[config.mk]
export PLATFORM = sky130hd
export DESIGN_NAME = script_op_tokenizer_flat
export DESIGN_NICKNAME = d
export VERILOG_FILES = /design/src/rtl/sot_pkg.sv /design/src/rtl/sot_if.sv /design/src/rtl/script_op_tokenizer.sv /design/src/flat_wrapper.sv
export SDC_FILE = /design/constraint.sdc
export NUM_CORES = 1
export LEC_CHECK = 0
export BUFFER_PORTS_ARGS = -buffer_cell sky130_fd_sc_hd__buf_2
export CORE_ASPECT_RATIO = 1.1
export CORE_MARGIN = 2
export CORE_UTILIZATION = 45
export CTS_CLUSTER_SIZE = 25
export DETAILED_ROUTE_END_ITERATION = 10
export HOLD_SLACK_MARGIN = 0.08
export SLEW_MARGIN = 20
export SYNTH_ARGS = -nofsm -noshare
export SYNTH_HDL_FRONTEND = slang
export SYNTH_SLANG_ARGS = --single-unit
[constraint.sdc]
create_clock -name clk -period 5.3 [get_ports clk]
set_input_delay 0.265 -clock clk [delete_from_list [all_inputs] [get_ports clk]]
set_output_delay 0.265 -clock clk [all_outputs]
set_load 0.03 [all_outputs]
[src/rtl/sot_pkg.sv]
// Package for the script opcode tokenizer: parse phases, byte roles,
// opcode constants, register indexes and the minimal-push check.
// No dependencies; script_op_tokenizer imports it.
`default_nettype none

package sot_pkg;

    typedef enum logic [1:0] {
        PH_OPCODE = 2'd0,
        PH_LENGTH = 2'd1,
        PH_DATA   = 2'd2
    } phase_t;

    localparam logic [1:0] ROLE_OPCODE = 2'd0;
    localparam logic [1:0] ROLE_LENGTH = 2'd1;
    localparam logic [1:0] ROLE_DATA   = 2'd2;

    localparam logic CFG_OP_CEIL          = 1'b0;
    localparam logic CFG_MAX_ELEMENT_SIZE = 1'b1;

    localparam logic [7:0]  OP_CEIL_RESET          = 8'd185;
    localparam logic [31:0] MAX_ELEMENT_SIZE_RESET = 32'd520;

    localparam logic [7:0] OP_0           = 8'h00;
    localparam logic [7:0] OP_LEN8        = 8'h4c;
    localparam logic [7:0] OP_LEN16       = 8'h4d;
    localparam logic [7:0] OP_LEN32       = 8'h4e;
    localparam logic [7:0] OP_PUSH_ONLY_MAX = 8'h60;
    localparam logic [7:0] NEG_ONE_BYTE   = 8'h81;
    localparam logic [7:0] SMALL_NUM_MAX  = 8'd16;

    localparam logic [31:0] DIRECT_PUSH_MAX = 32'd75;
    localparam logic [31:0] PUSHDATA1_MAX   = 32'd255;
    localparam logic [31:0] PUSHDATA2_MAX   = 32'd65535;

    typedef struct packed {
        logic [1:0]  byte_role;
        logic        op_done;
        logic [7:0]  opcode;
        logic [31:0] push_length;
        logic        minimal_push;
        logic        script_end;
        logic        parse_ok;
        logic        ops_valid;
        logic        push_only;
    } result_t;

    // A push is minimal when no shorter encoding of the same data exists.
    function automatic logic is_minimal(input logic [7:0]  op,
                                        input logic [31:0] size,
                                        input logic [7:0]  d0);
        logic r;
        begin
            if (size == 32'd0)
                r = (op == OP_0);
            else if (size == 32'd1 && d0 >= 8'd1 && d0 <= SMALL_NUM_MAX)
                r = 1'b0;
            else if (size == 32'd1 && d0 == NEG_ONE_BYTE)
                r = 1'b0;
            else if (size <= DIRECT_PUSH_MAX)
                r = (op == size[7:0]);
            else if (size <= PUSHDATA1_MAX)
                r = (op == OP_LEN8);
            else if (size <= PUSHDATA2_MAX)
                r = (op == OP_LEN16);
            else
                r = 1'b1;
            return r;
        end
    endfunction

endpackage

`default_nettype wire

[src/rtl/sot_if.sv]
// Valid/ready channel interfaces of the script opcode tokenizer:
// one for script bytes in, one for per-byte results out. No dependencies.
`default_nettype none

interface sot_in_if;
    logic       valid;
    logic       ready;
    logic [7:0] byte_value;
    logic       last_byte;

    modport source (output valid, output byte_value, output last_byte, input ready);
    modport sink   (input valid, input byte_value, input last_byte, output ready);
endinterface

interface sot_out_if;
    logic        valid;
    logic        ready;
    logic [1:0]  byte_role;
    logic        op_done;
    logic [7:0]  opcode;
    logic [31:0] push_length;
    logic        minimal_push;
    logic        script_end;
    logic        parse_ok;
    logic        ops_valid;
    logic        push_only;

    modport source (output valid, output byte_role, output op_done, output opcode,
                    output push_length, output minimal_push, output script_end,
                    output parse_ok, output ops_valid, output push_only,
                    input ready);
    modport sink   (input valid, input byte_role, input op_done, input opcode,
                    input push_length, input minimal_push, input script_end,
                    input parse_ok, input ops_valid, input push_only,
                    output ready);
endinterface

`default_nettype wire

[src/rtl/script_op_tokenizer.sv]
// Script opcode tokenizer: one script byte in per cycle while not stalled, one result
// out per byte. The result reaches the result register in the cycle after its byte is
// taken; throughput, one byte per cycle while not stalled, is set by the single
// parse-state update between the input and the result register. A new byte is taken
// while the result register is empty or being drained. Reset clears the parse state
// and restores the opcode ceiling to 185 and max_element_size to 520. Depends on sot_pkg and sot_if.
`default_nettype none

module script_op_tokenizer
    import sot_pkg::*;
(
    input  wire logic        clk,
    input  wire logic        rst_n,
    input  wire logic        cfg_we,
    input  wire logic        cfg_index,
    input  wire logic [31:0] cfg_data,
    sot_in_if.sink           script_byte,
    sot_out_if.source        result
);

    logic [7:0]  op_ceil_reg;
    logic [31:0] max_element_size_reg;

    phase_t      phase_reg, phase_next;
    logic [7:0]  current_op_reg, current_op_next;
    logic [2:0]  len_left_reg, len_left_next;
    logic [1:0]  len_idx_reg, len_idx_next;
    logic [31:0] push_size_reg, push_size_next;
    logic [31:0] data_left_reg, data_left_next;
    logic        ops_invalid_reg, ops_invalid_next;
    logic        not_push_only_reg, not_push_only_next;

    logic        out_valid_reg;
    result_t     res_reg, res_next;

    logic        in_fire;
    logic        push_done;
    logic        parse_ok;
    logic [7:0]  b;

    assign b                 = script_byte.byte_value;
    assign script_byte.ready = !out_valid_reg || result.ready;
    assign in_fire           = script_byte.valid && script_byte.ready;

    // Configuration registers.
    always_ff @(posedge clk or negedge rst_n)
    begin
        if (!rst_n)
        begin
            op_ceil_reg          <= OP_CEIL_RESET;
            max_element_size_reg <= MAX_ELEMENT_SIZE_RESET;
        end
        else if (cfg_we)
        begin
            case (cfg_index)
                CFG_OP_CEIL:          op_ceil_reg          <= cfg_data[7:0];
                CFG_MAX_ELEMENT_SIZE: max_element_size_reg <= cfg_data;
                default:              op_ceil_reg          <= op_ceil_reg;
            endcase
        end
    end

    // Parse step for the byte on the input.
    always_comb
    begin
        phase_next         = phase_reg;
        current_op_next    = current_op_reg;
        len_left_next      = len_left_reg;
        len_idx_next       = len_idx_reg;
        push_size_next     = push_size_reg;
        data_left_next     = data_left_reg;
        ops_invalid_next   = ops_invalid_reg;
        not_push_only_next = not_push_only_reg;
        push_done          = 1'b0;
        res_next           = '0;

        case (phase_reg)
            PH_OPCODE:
            begin
                res_next.byte_role = ROLE_OPCODE;
                current_op_next    = b;
                if (b > op_ceil_reg)
                    ops_invalid_next = 1'b1;
                if (b > OP_PUSH_ONLY_MAX)
                    not_push_only_next = 1'b1;
                if (b == OP_0)
                begin
                    push_size_next = '0;
                    push_done      = 1'b1;
                end
                else if (b < OP_LEN8)
                begin
                    push_size_next = {24'd0, b};
                    data_left_next = {24'd0, b};
                    phase_next     = PH_DATA;
                end
                else if (b <= OP_LEN32)
                begin
                    push_size_next = '0;
                    len_idx_next   = 2'd0;
                    if (b == OP_LEN8)
                        len_left_next = 3'd1;
                    else if (b == OP_LEN16)
                        len_left_next = 3'd2;
                    else
                        len_left_next = 3'd4;
                    phase_next = PH_LENGTH;
                end
                else
                begin
                    res_next.op_done      = 1'b1;
                    res_next.opcode       = b;
                    res_next.minimal_push = 1'b1;
                end
            end
            PH_LENGTH:
            begin
                // Length bytes arrive least significant first.
                res_next.byte_role = ROLE_LENGTH;
                push_size_next = push_size_reg | ({24'd0, b} << {len_idx_reg, 3'b000});
                len_idx_next   = len_idx_reg + 2'd1;
                len_left_next  = len_left_reg - 3'd1;
                if (len_left_next == 3'd0)
                begin
                    if (push_size_next == 32'd0)
                        push_done = 1'b1;
                    else
                    begin
                        data_left_next = push_size_next;
                        phase_next     = PH_DATA;
                    end
                end
            end
            PH_DATA:
            begin
                res_next.byte_role = ROLE_DATA;
                data_left_next     = data_left_reg - 32'd1;
                if (data_left_next == 32'd0)
                    push_done = 1'b1;
            end
            default:
            begin
                phase_next = PH_OPCODE;
            end
        endcase

        // A one-byte push finishes on its only data byte, so the byte on the
        // input is the first data byte whenever the size check needs it.
        if (push_done)
        begin
            res_next.op_done      = 1'b1;
            res_next.opcode       = current_op_next;
            res_next.push_length  = push_size_next;
            res_next.minimal_push = is_minimal(current_op_next, push_size_next, b);
            if (push_size_next > max_element_size_reg)
                ops_invalid_next = 1'b1;
            phase_next = PH_OPCODE;
        end

        parse_ok            = (phase_next == PH_OPCODE);
        res_next.script_end = script_byte.last_byte;

        if (script_byte.last_byte)
        begin
            res_next.parse_ok  = parse_ok;
            res_next.ops_valid = parse_ok && !ops_invalid_next;
            res_next.push_only = parse_ok && !not_push_only_next;
            phase_next         = PH_OPCODE;
            current_op_next    = '0;
            len_left_next      = '0;
            len_idx_next       = '0;
            push_size_next     = '0;
            data_left_next     = '0;
            ops_invalid_next   = 1'b0;
            not_push_only_next = 1'b0;
        end
    end

    always_ff @(posedge clk or negedge rst_n)
    begin
        if (!rst_n)
        begin
            phase_reg         <= PH_OPCODE;
            current_op_reg    <= '0;
            len_left_reg      <= '0;
            len_idx_reg       <= '0;
            push_size_reg     <= '0;
            data_left_reg     <= '0;
            ops_invalid_reg   <= 1'b0;
            not_push_only_reg <= 1'b0;
        end
        else if (in_fire)
        begin
            phase_reg         <= phase_next;
            current_op_reg    <= current_op_next;
            len_left_reg      <= len_left_next;
            len_idx_reg       <= len_idx_next;
            push_size_reg     <= push_size_next;
            data_left_reg     <= data_left_next;
            ops_invalid_reg   <= ops_invalid_next;
            not_push_only_reg <= not_push_only_next;
        end
    end

    // Result register.
    always_ff @(posedge clk or negedge rst_n)
    begin
        if (!rst_n)
            out_valid_reg <= 1'b0;
        else if (in_fire)
            out_valid_reg <= 1'b1;
        else if (result.ready)
            out_valid_reg <= 1'b0;
    end

    always_ff @(posedge clk)
    begin
        if (in_fire)
            res_reg <= res_next;
    end

    assign result.valid        = out_valid_reg;
    assign result.byte_role    = res_reg.byte_role;
    assign result.op_done      = res_reg.op_done;
    assign result.opcode       = res_reg.opcode;
    assign result.push_length  = res_reg.push_length;
    assign result.minimal_push = res_reg.minimal_push;
    assign result.script_end   = res_reg.script_end;
    assign result.parse_ok     = res_reg.parse_ok;
    assign result.ops_valid    = res_reg.ops_valid;
    assign result.push_only    = res_reg.push_only;

endmodule

`default_nettype wire
[src/flat_wrapper.sv]
// flat-port wrapper written by rule: the top's interface ports become plain ports
module script_op_tokenizer_flat import sot_pkg::*;
  (clk, rst_n, cfg_we, cfg_index, cfg_data, script_byte_valid, script_byte_byte_value, script_byte_last_byte, script_byte_ready, result_valid, result_byte_role, result_op_done, result_opcode, result_push_length, result_minimal_push, result_script_end, result_parse_ok, result_ops_valid, result_push_only, result_ready);
  sot_in_if script_byte_i ();
  sot_out_if result_i ();
  input  wire logic clk;
  input  wire logic rst_n;
  input  wire logic cfg_we;
  input  wire logic cfg_index;
  input  wire logic [31:0] cfg_data;
  input wire logic [$bits(script_byte_i.valid)-1:0] script_byte_valid;
  input wire logic [$bits(script_byte_i.byte_value)-1:0] script_byte_byte_value;
  input wire logic [$bits(script_byte_i.last_byte)-1:0] script_byte_last_byte;
  output wire logic [$bits(script_byte_i.ready)-1:0] script_byte_ready;
  output wire logic [$bits(result_i.valid)-1:0] result_valid;
  output wire logic [$bits(result_i.byte_role)-1:0] result_byte_role;
  output wire logic [$bits(result_i.op_done)-1:0] result_op_done;
  output wire logic [$bits(result_i.opcode)-1:0] result_opcode;
  output wire logic [$bits(result_i.push_length)-1:0] result_push_length;
  output wire logic [$bits(result_i.minimal_push)-1:0] result_minimal_push;
  output wire logic [$bits(result_i.script_end)-1:0] result_script_end;
  output wire logic [$bits(result_i.parse_ok)-1:0] result_parse_ok;
  output wire logic [$bits(result_i.ops_valid)-1:0] result_ops_valid;
  output wire logic [$bits(result_i.push_only)-1:0] result_push_only;
  input wire logic [$bits(result_i.ready)-1:0] result_ready;
  assign script_byte_i.valid = script_byte_valid;
  assign script_byte_i.byte_value = script_byte_byte_value;
  assign script_byte_i.last_byte = script_byte_last_byte;
  assign script_byte_ready = script_byte_i.ready;
  assign result_valid = result_i.valid;
  assign result_byte_role = result_i.byte_role;
  assign result_op_done = result_i.op_done;
  assign result_opcode = result_i.opcode;
  assign result_push_length = result_i.push_length;
  assign result_minimal_push = result_i.minimal_push;
  assign result_script_end = result_i.script_end;
  assign result_parse_ok = result_i.parse_ok;
  assign result_ops_valid = result_i.ops_valid;
  assign result_push_only = result_i.push_only;
  assign result_i.ready = result_ready;
  script_op_tokenizer u_core (.clk(clk), .rst_n(rst_n), .cfg_we(cfg_we), .cfg_index(cfg_index), .cfg_data(cfg_data), .script_byte(script_byte_i), .result(result_i));
endmodule
==> run_results.csv, run 1 <==
group,metric,value,unit
yosys,synth_area_leaders,"dfrtp_1 27%, edfxtp_1 14%, ha_1 5.8%",
timing,drv_slew,0,
routing,first_iter_violations,1006,
yosys,ys.warnings.count,0,
critical_path,crit_fanout,19,
critical_path,arrival,4.45,ns
yosys,synth.distinct_cells,91,
timing,min_period_over_period,80.43,%
floorplan,coreArea,22930,µm²
timing,rsz0062_at_grt,"false",
hold_path,hold_path.class,"in2reg",
place,gp_congestion,0.9490,
timing,setup_viol,0,
yosys,synth-async-reset-ratio,71.76,%
floorplan,die_h,164.6,µm
yosys,synth_area,10550,µm²
power_and_ir_drop,ir_drop,250.2,µV
routing,met1_length,15090,µm
power_and_ir_drop,power_density,319.7,nW/µm²
timing,slew_headroom,29.95,%
routing,dr_wl_met2,14790,µm
global_routing,grt_max_degree,77,
outcome,outcome,"finished, final reports clean",
timing,fin_skew,0.01854,ns
power_and_ir_drop,clkPwrFrac,31.7,%
clocking,cts_buffers,17,
yosys,synth_seq_cells,170,
run,maxCapViolations,0,
yosys,syn_inst,1149,
global_routing,grt-ovfl-total,0,
clocking,clock_sinks,170,
critical_path,crit_path_start_kind,"flop",
routing,drt-total-wl,32840,µm
power_and_ir_drop,comb_power_share,28.0,%
global_routing,antenna_found_initial,0,
yosys,synth_area_per_cell,9.183,µm²
floorplan,chipWidth,150,µm
routing,ant_nets,0,
place,numPortBuffers,96,
floorplan,fp.dieArea,24690,µm²
place,placed_cell_area,11210,µm²
routing,topRoutingLayerUsed,"met4",
timing,layout_setup_ws,1.037,ns
timing,hold_viol,0,
place,post-dp-hpwl,22880,µm
power_and_ir_drop,p_seq_share,40.3,%
clocking,worstSkewPairLatency,0.44,ns
clocking,root_buffer,"clkbuf_16",
final_layout,num_antenna_cells,0,
power_and_ir_drop,finalPower,3.874,mW
global_routing,grt_usage,27.19,%
yosys,yosys_most_used_dff,"dfrtp_1",
final_layout,area_delta_synth_final,14.85,%
critical_path,worstSetupPathType,"reg2reg",
global_routing,first_global_vias,9136,
final_layout,layout-drive-gt1-share,18.02,%
critical_path,end_kind,"flop",
yosys,syn_nets,1245,
routing,wl_met3,2069,µm
critical_path,critPathRequiredTime,5.49,ns
power_and_ir_drop,p_switching,1.376,mW
power_and_ir_drop,switching_share,35.53,%
timing,setup_tns,0,ns
final_layout,final_cell_area,12120,µm²
timing,whs,0.1464,ns
clocking,clkTransAtPathRegs,0.07,ns
yosys,yosys-top-cells-count,"115 x dfrtp_1, 107 x nand2_1, 99 x nor2_1",
floorplan,rows,58,
clocking,clockBufferDepth,2,
yosys,synth_edf_count,48,
routing,vias_per_cell,6.103,
routing,vias,9521,
routing,wire_per_inst,21.05,µm
yosys,ys_seq_area_share,42.68,%
timing,tightest_slew,1.048,ns
power_and_ir_drop,power_leakage,5.387,nW
yosys,synth.largest_area_cell,"dfrtp_1",
place,place_ws,1.005,ns
global_routing,grt_pass1_wl,51540,µm
power_and_ir_drop,p_int,2.498,mW
clocking,ctsHtreeMaxLevel,4,
routing,route.detailed.drc,0,
floorplan,boundaryPins,97,
routing,first_pass_iters,5,
floorplan,start_util,46.01,%
final_layout,nets,1343,
timing,fin_crit,4.263,ns
yosys,synth_top_cell_area_share,27.27,%
timing,clock.fmax,234.6,MHz
clocking,cts_tree,"done",
yosys,yosysMostFrequentCell,"dfrtp_1",
## through the flow
| stage | util [%] | instances |
|---|---|---|
| final | 52.84 | 1560 |
| after CTS | 52.83 | 1560 |
| after detailed placement | 48.89 | 1494 |
| after global routing | 52.84 | 1560 |
| after floorplan | - | 1149 |
| after global placement | 48.89 | 1494 |
## layout make-up
class,instances,area [µm²]
Timing Repair Buffer,153,999.7
Inverter,83,311.5
Tap cell,300,375.4
Multi-Input combinational cell,822,5365
Clock inverter,13,120.1
Clock buffer,19,442.9
Fill cell,2165,10810
Sequential cell,170,4503
## placed cells by master, fill, tap and decap left out, drive strengths merged, types with 6 or more instances in the layout
cell type / netlist / final
buf: 16 / 119
o31ai: 17 / 17
inv: 81 / 93
mux2i: 11 / 11
nor3: 33 / 33
ha: 49 / 49
or2: 7 / 7
a21o: 20 / 20
o21ai: 91 / 91
a22oi: 10 / 10
o21a: 10 / 10
nand4: 15 / 15
nor2: 99 / 99
o41ai: 6 / 6
a21oi: 82 / 82
nand2: 107 / 107
a22o: 18 / 18
xnor2: 7 / 7
or3: 11 / 11
a21boi: 11 / 11
a2111oi: 7 / 7
nor2b: 9 / 9
nor4: 18 / 18
and2: 7 / 7
mux2: 33 / 33
dlygate4sd3: 0 / 34
clkbuf: 58 / 19
dfstp: 7 / 7
dfrtp: 115 / 115
edfxtp: 48 / 48
nand3: 23 / 23
or4: 9 / 9
a31oi: 20 / 20
o22ai: 8 / 8
## power by group through the flow
| stage | combinational [mW] | clock (mW) | sequential [mW] |
|---|---|---|---|
| floorplan | 0.740 | 0 | 1.59 |
| global placement | 1.04 | 0 | 1.58 |
| detailed placement | 1.05 | 0 | 1.58 |
| CTS | 1.07 | 1.26 | 1.56 |
| global route | 1.19 | 1.30 | 1.58 |
| finish | 1.08 | 1.23 | 1.56 |
## worst max-delay path: stages (launching register included)
cell       delay, ns
dfrtp_1         0.46
inv_1           0.09
ha_1            0.26
or4b_1          0.56
nor3_1          0.59
nand4b_1        0.16
a21boi_0        0.38
o2111ai_2       0.19
o32ai_4         0.90
mux2i_1         0.18
a31o_1          0.24
## logic make-up after synthesis
group | count (synthesis) | synth area share (%)
adder cells (fa/ha/maj) | 49 | 5.811
XOR/XNOR | 9 | 0.7471
AND/OR/NAND/NOR | 366 | 17.40
multiplexers | 44 | 4.565
flip-flops | 170 | 42.68
buffers and inverters | 157 | 6.534
AO/OA/AOI/OAI | 354 | 22.27
## path summary, 6_finish.rpt
check                                    startpoint                        to  slack (ns)  cells past startpoint
max                         u_core.data_left_reg[0]   u_core.result.opcode[6]        1.04                     10
min                                    result_ready       u_core.result.valid        0.15                      3
max reg2reg                 u_core.data_left_reg[0]   u_core.result.opcode[6]        1.04                     10
min reg2reg                u_core.current_op_reg[6]  u_core.current_op_reg[6]        0.48                      2
max in group asynchronous                     rst_n  u_core.push_size_reg[11]        3.76                      3
min in group asynchronous                     rst_n       u_core.result.valid        0.42                      2
## per-layer routing
metal	track usage (%)	up-vias
li1	-	4409
met1	39.21	4599
met2	42.13	436
met3	3.729	77
met4	9.220	0
met5	0	-
## repair_timing
item | CTS | global route
hold buffers | 34 | 0
setup endpoints to repair | 0 | 0
buffers inserted | 0 | 0
gates resized for setup | 0 | 0
hold endpoints to repair | 111 | 0
Note: power is estimated with default switching activity, not from simulation.
==> run 2, diff against run 1 <==
clock period = 4.2 ns   (was 5.3 ns; I/O delays follow)
==> run 2 against run 1 <==
Net effect:
- core utilization grew 1.4 points
- sequential power is 26% higher
- sequential cell count unchanged
- wire length grew 1.8%
- critical path depth up 6
- register-to-register slack lost 0.78 ns
- first-iteration DRC count fell by 1.5%
- largest cell class unchanged
==> run_results.csv, run 2 (synthesis results as in run 1) <==
group,metric,value,unit
timing,tightest_slew,0.9235,ns
clocking,cts_tree,"done",
routing,drt-total-wl,33420,µm
critical_path,crit_fanout,5,
critical_path,reg2reg_to,"u_core.result.ops_valid",
floorplan,boundaryPins,97,
routing,wire_per_inst,20.95,µm
timing,hold_viol,0,
global_routing,grt_usage,27.96,%
floorplan,start_util,46.01,%
power_and_ir_drop,ir_drop,225.0,µV
clocking,clock_sinks,170,
routing,route.detailed.drc,0,
routing,first_iter_violations,991,
timing,clock.fmax,253.6,MHz
power_and_ir_drop,finalPower,4.986,mW
floorplan,rows,58,
critical_path,crit_path_start_kind,"flop",
global_routing,grt-ovfl-total,0,
outcome,outcome,"finished, final reports clean",
floorplan,chipWidth,150,µm
critical_path,worstSetupPathType,"reg2reg",
clocking,postCtsSetupBuffers,0,
timing,setup_viol,0,
timing,drv_slew,0,
floorplan,fp.dieArea,24690,µm²
place,numPortBuffers,96,
place,gp_congestion,0.9339,
final_layout,final_common_cell,"dfrtp_1",
timing,fin_crit,3.943,ns
routing,vias_per_cell,6.043,
final_layout,area_delta_synth_final,17.79,%
timing,rsz0062_at_grt,"false",
clocking,ctsHtreeMaxLevel,4,
clocking,worstSkewPairLatency,0.45,ns
final_layout,nets,1378,
routing,ant_nets,0,
timing,min_period_over_period,93.89,%
hold_path,whs_path_depth,4,
routing,vias,9638,
hold_path,whs_endpoint,"u_core.op_ceil_reg[7]",
power_and_ir_drop,power_density,401.2,nW/µm²
clocking,clkTransAtPathRegs,0.08,ns
clocking,cts_buffers,17,
global_routing,grt_pass1_wl,53230,µm
clocking,root_buffer,"clkbuf_16",
critical_path,arrival,4.19,ns
timing,setup_tns,0,ns
critical_path,r2r_slack,0.26,ns
place,post-dp-hpwl,23880,µm
critical_path,end_kind,"flop",
power_and_ir_drop,power_leakage,5.565,nW
run,maxCapViolations,0,
global_routing,first_global_vias,9530,
routing,first_pass_iters,5,
critical_path,ff2ff_path_depth,16,
final_layout,layout-drive-gt1-share,20.39,%
global_routing,antenna_found_initial,0,
clocking,clockBufferDepth,2,
floorplan,coreArea,22930,µm²
floorplan,die_h,164.6,µm
critical_path,critPathRequiredTime,4.44,ns
critical_path,r2r_start,"u_core.phase_reg[0]",
final_layout,num_antenna_cells,0,
global_routing,grt_max_degree,64,
hold_path,min-delay-start,"cfg_index",
timing,fin_skew,0.01662,ns
timing,slew_headroom,38.43,%
final_layout,layout_common_cells,"115 x dfrtp_1, 107 x nand2_1, 99 x nor2_1",
hold_path,hold_path.class,"in2reg",
## run 2: cell count changes in the layout (fill, tap and decap cells not counted), sizes merged
cell / delta
buf: +34
clkbuf: -2
clkinv: +7
dlygate4sd3: +1
inv: -5
## run 2: layer usage
| layer | share of wire [%] | global-route usage [%] | up-vias |
|---|---|---|---|
| li1 | - | - | 4485 |
| met1 | 46 | 40.31 | 4720 |
| met2 | 46 | 43.67 | 377 |
| met3 | 6.0 | 3.646 | 56 |
| met4 | 2.3 | 9.177 | 0 |
| met5 | 0 | 0 | - |
## run 2: how the worst max path moves through the flow
stage,to,start
after floorplan,u_core.result.ops_valid,u_core.phase_reg[1]
after detailed placement,u_core.result.ops_valid,u_core.phase_reg[0]
after global placement,u_core.result.ops_valid,u_core.phase_reg[0]
after CTS,u_core.result.ops_valid,u_core.phase_reg[0]
final,u_core.result.ops_valid,u_core.phase_reg[0]
after global routing,u_core.result.ops_valid,u_core.phase_reg[0]
## run 2: timing repair
| item | in CTS | in global routing |
|---|---|---|
| endpoints found under the hold margin | 95 | 0 |
| gates resized for setup | 0 | 2 |
| hold buffers | 35 | 0 |
| endpoints found under the setup margin | 0 | 1 |
## run 2: cell type report
| type | count | area [µm²] |
|---|---|---|
| Timing Repair Buffer | 188 | 1261 |
| Tap cell | 300 | 375.4 |
| Sequential cell | 170 | 4503 |
| Clock inverter | 15 | 177.7 |
| Clock buffer | 17 | 425.4 |
| Fill cell | 2200 | 10500 |
| Inverter | 83 | 311.5 |
| Multi-Input combinational cell | 822 | 5374 |
## run 2: power breakdown
part | switching, mW | total, mW | internal, mW
clock network | 0.805 | 1.61 | 0.803
logic | 0.874 | 1.41 | 0.540
registers | 0.117 | 1.96 | 1.85
## run 2: critical path, stage by stage, from the launching register on
cell       delay (ns)
dfrtp_1          0.40
inv_1            0.14
ha_1             0.23
inv_1            0.07
a31o_2           0.23
o22ai_2          0.22
nand2_1          0.12
nand2_1          0.10
ha_1             0.26
a21o_1           0.18
a21o_1           0.16
a21oi_1          0.15
nor2_1           0.06
a2111oi_1        0.36
o221a_2          0.27
or3b_2           0.48
a2111oi_2        0.30
## run 2: stage by stage
| stage | hold WS, ns | std cells | area (µm²) | util, % | setup WS [ns] |
|---|---|---|---|---|---|
| after floorplan | -0.08559 | 1149 | 10560 | - | 0.08667 |
| after global placement | 0.3719 | 1528 | 11470 | 50.03 | 0.3187 |
| after detailed placement | 0.3813 | 1528 | 11470 | 50.03 | 0.2579 |
| after CTS | 0.2007 | 1595 | 12430 | 54.18 | 0.2301 |
| after global routing | 0.2616 | 1595 | 12430 | 54.20 | 0.01470 |
| final | 0.2109 | 1595 | 12430 | 54.20 | 0.2566 |
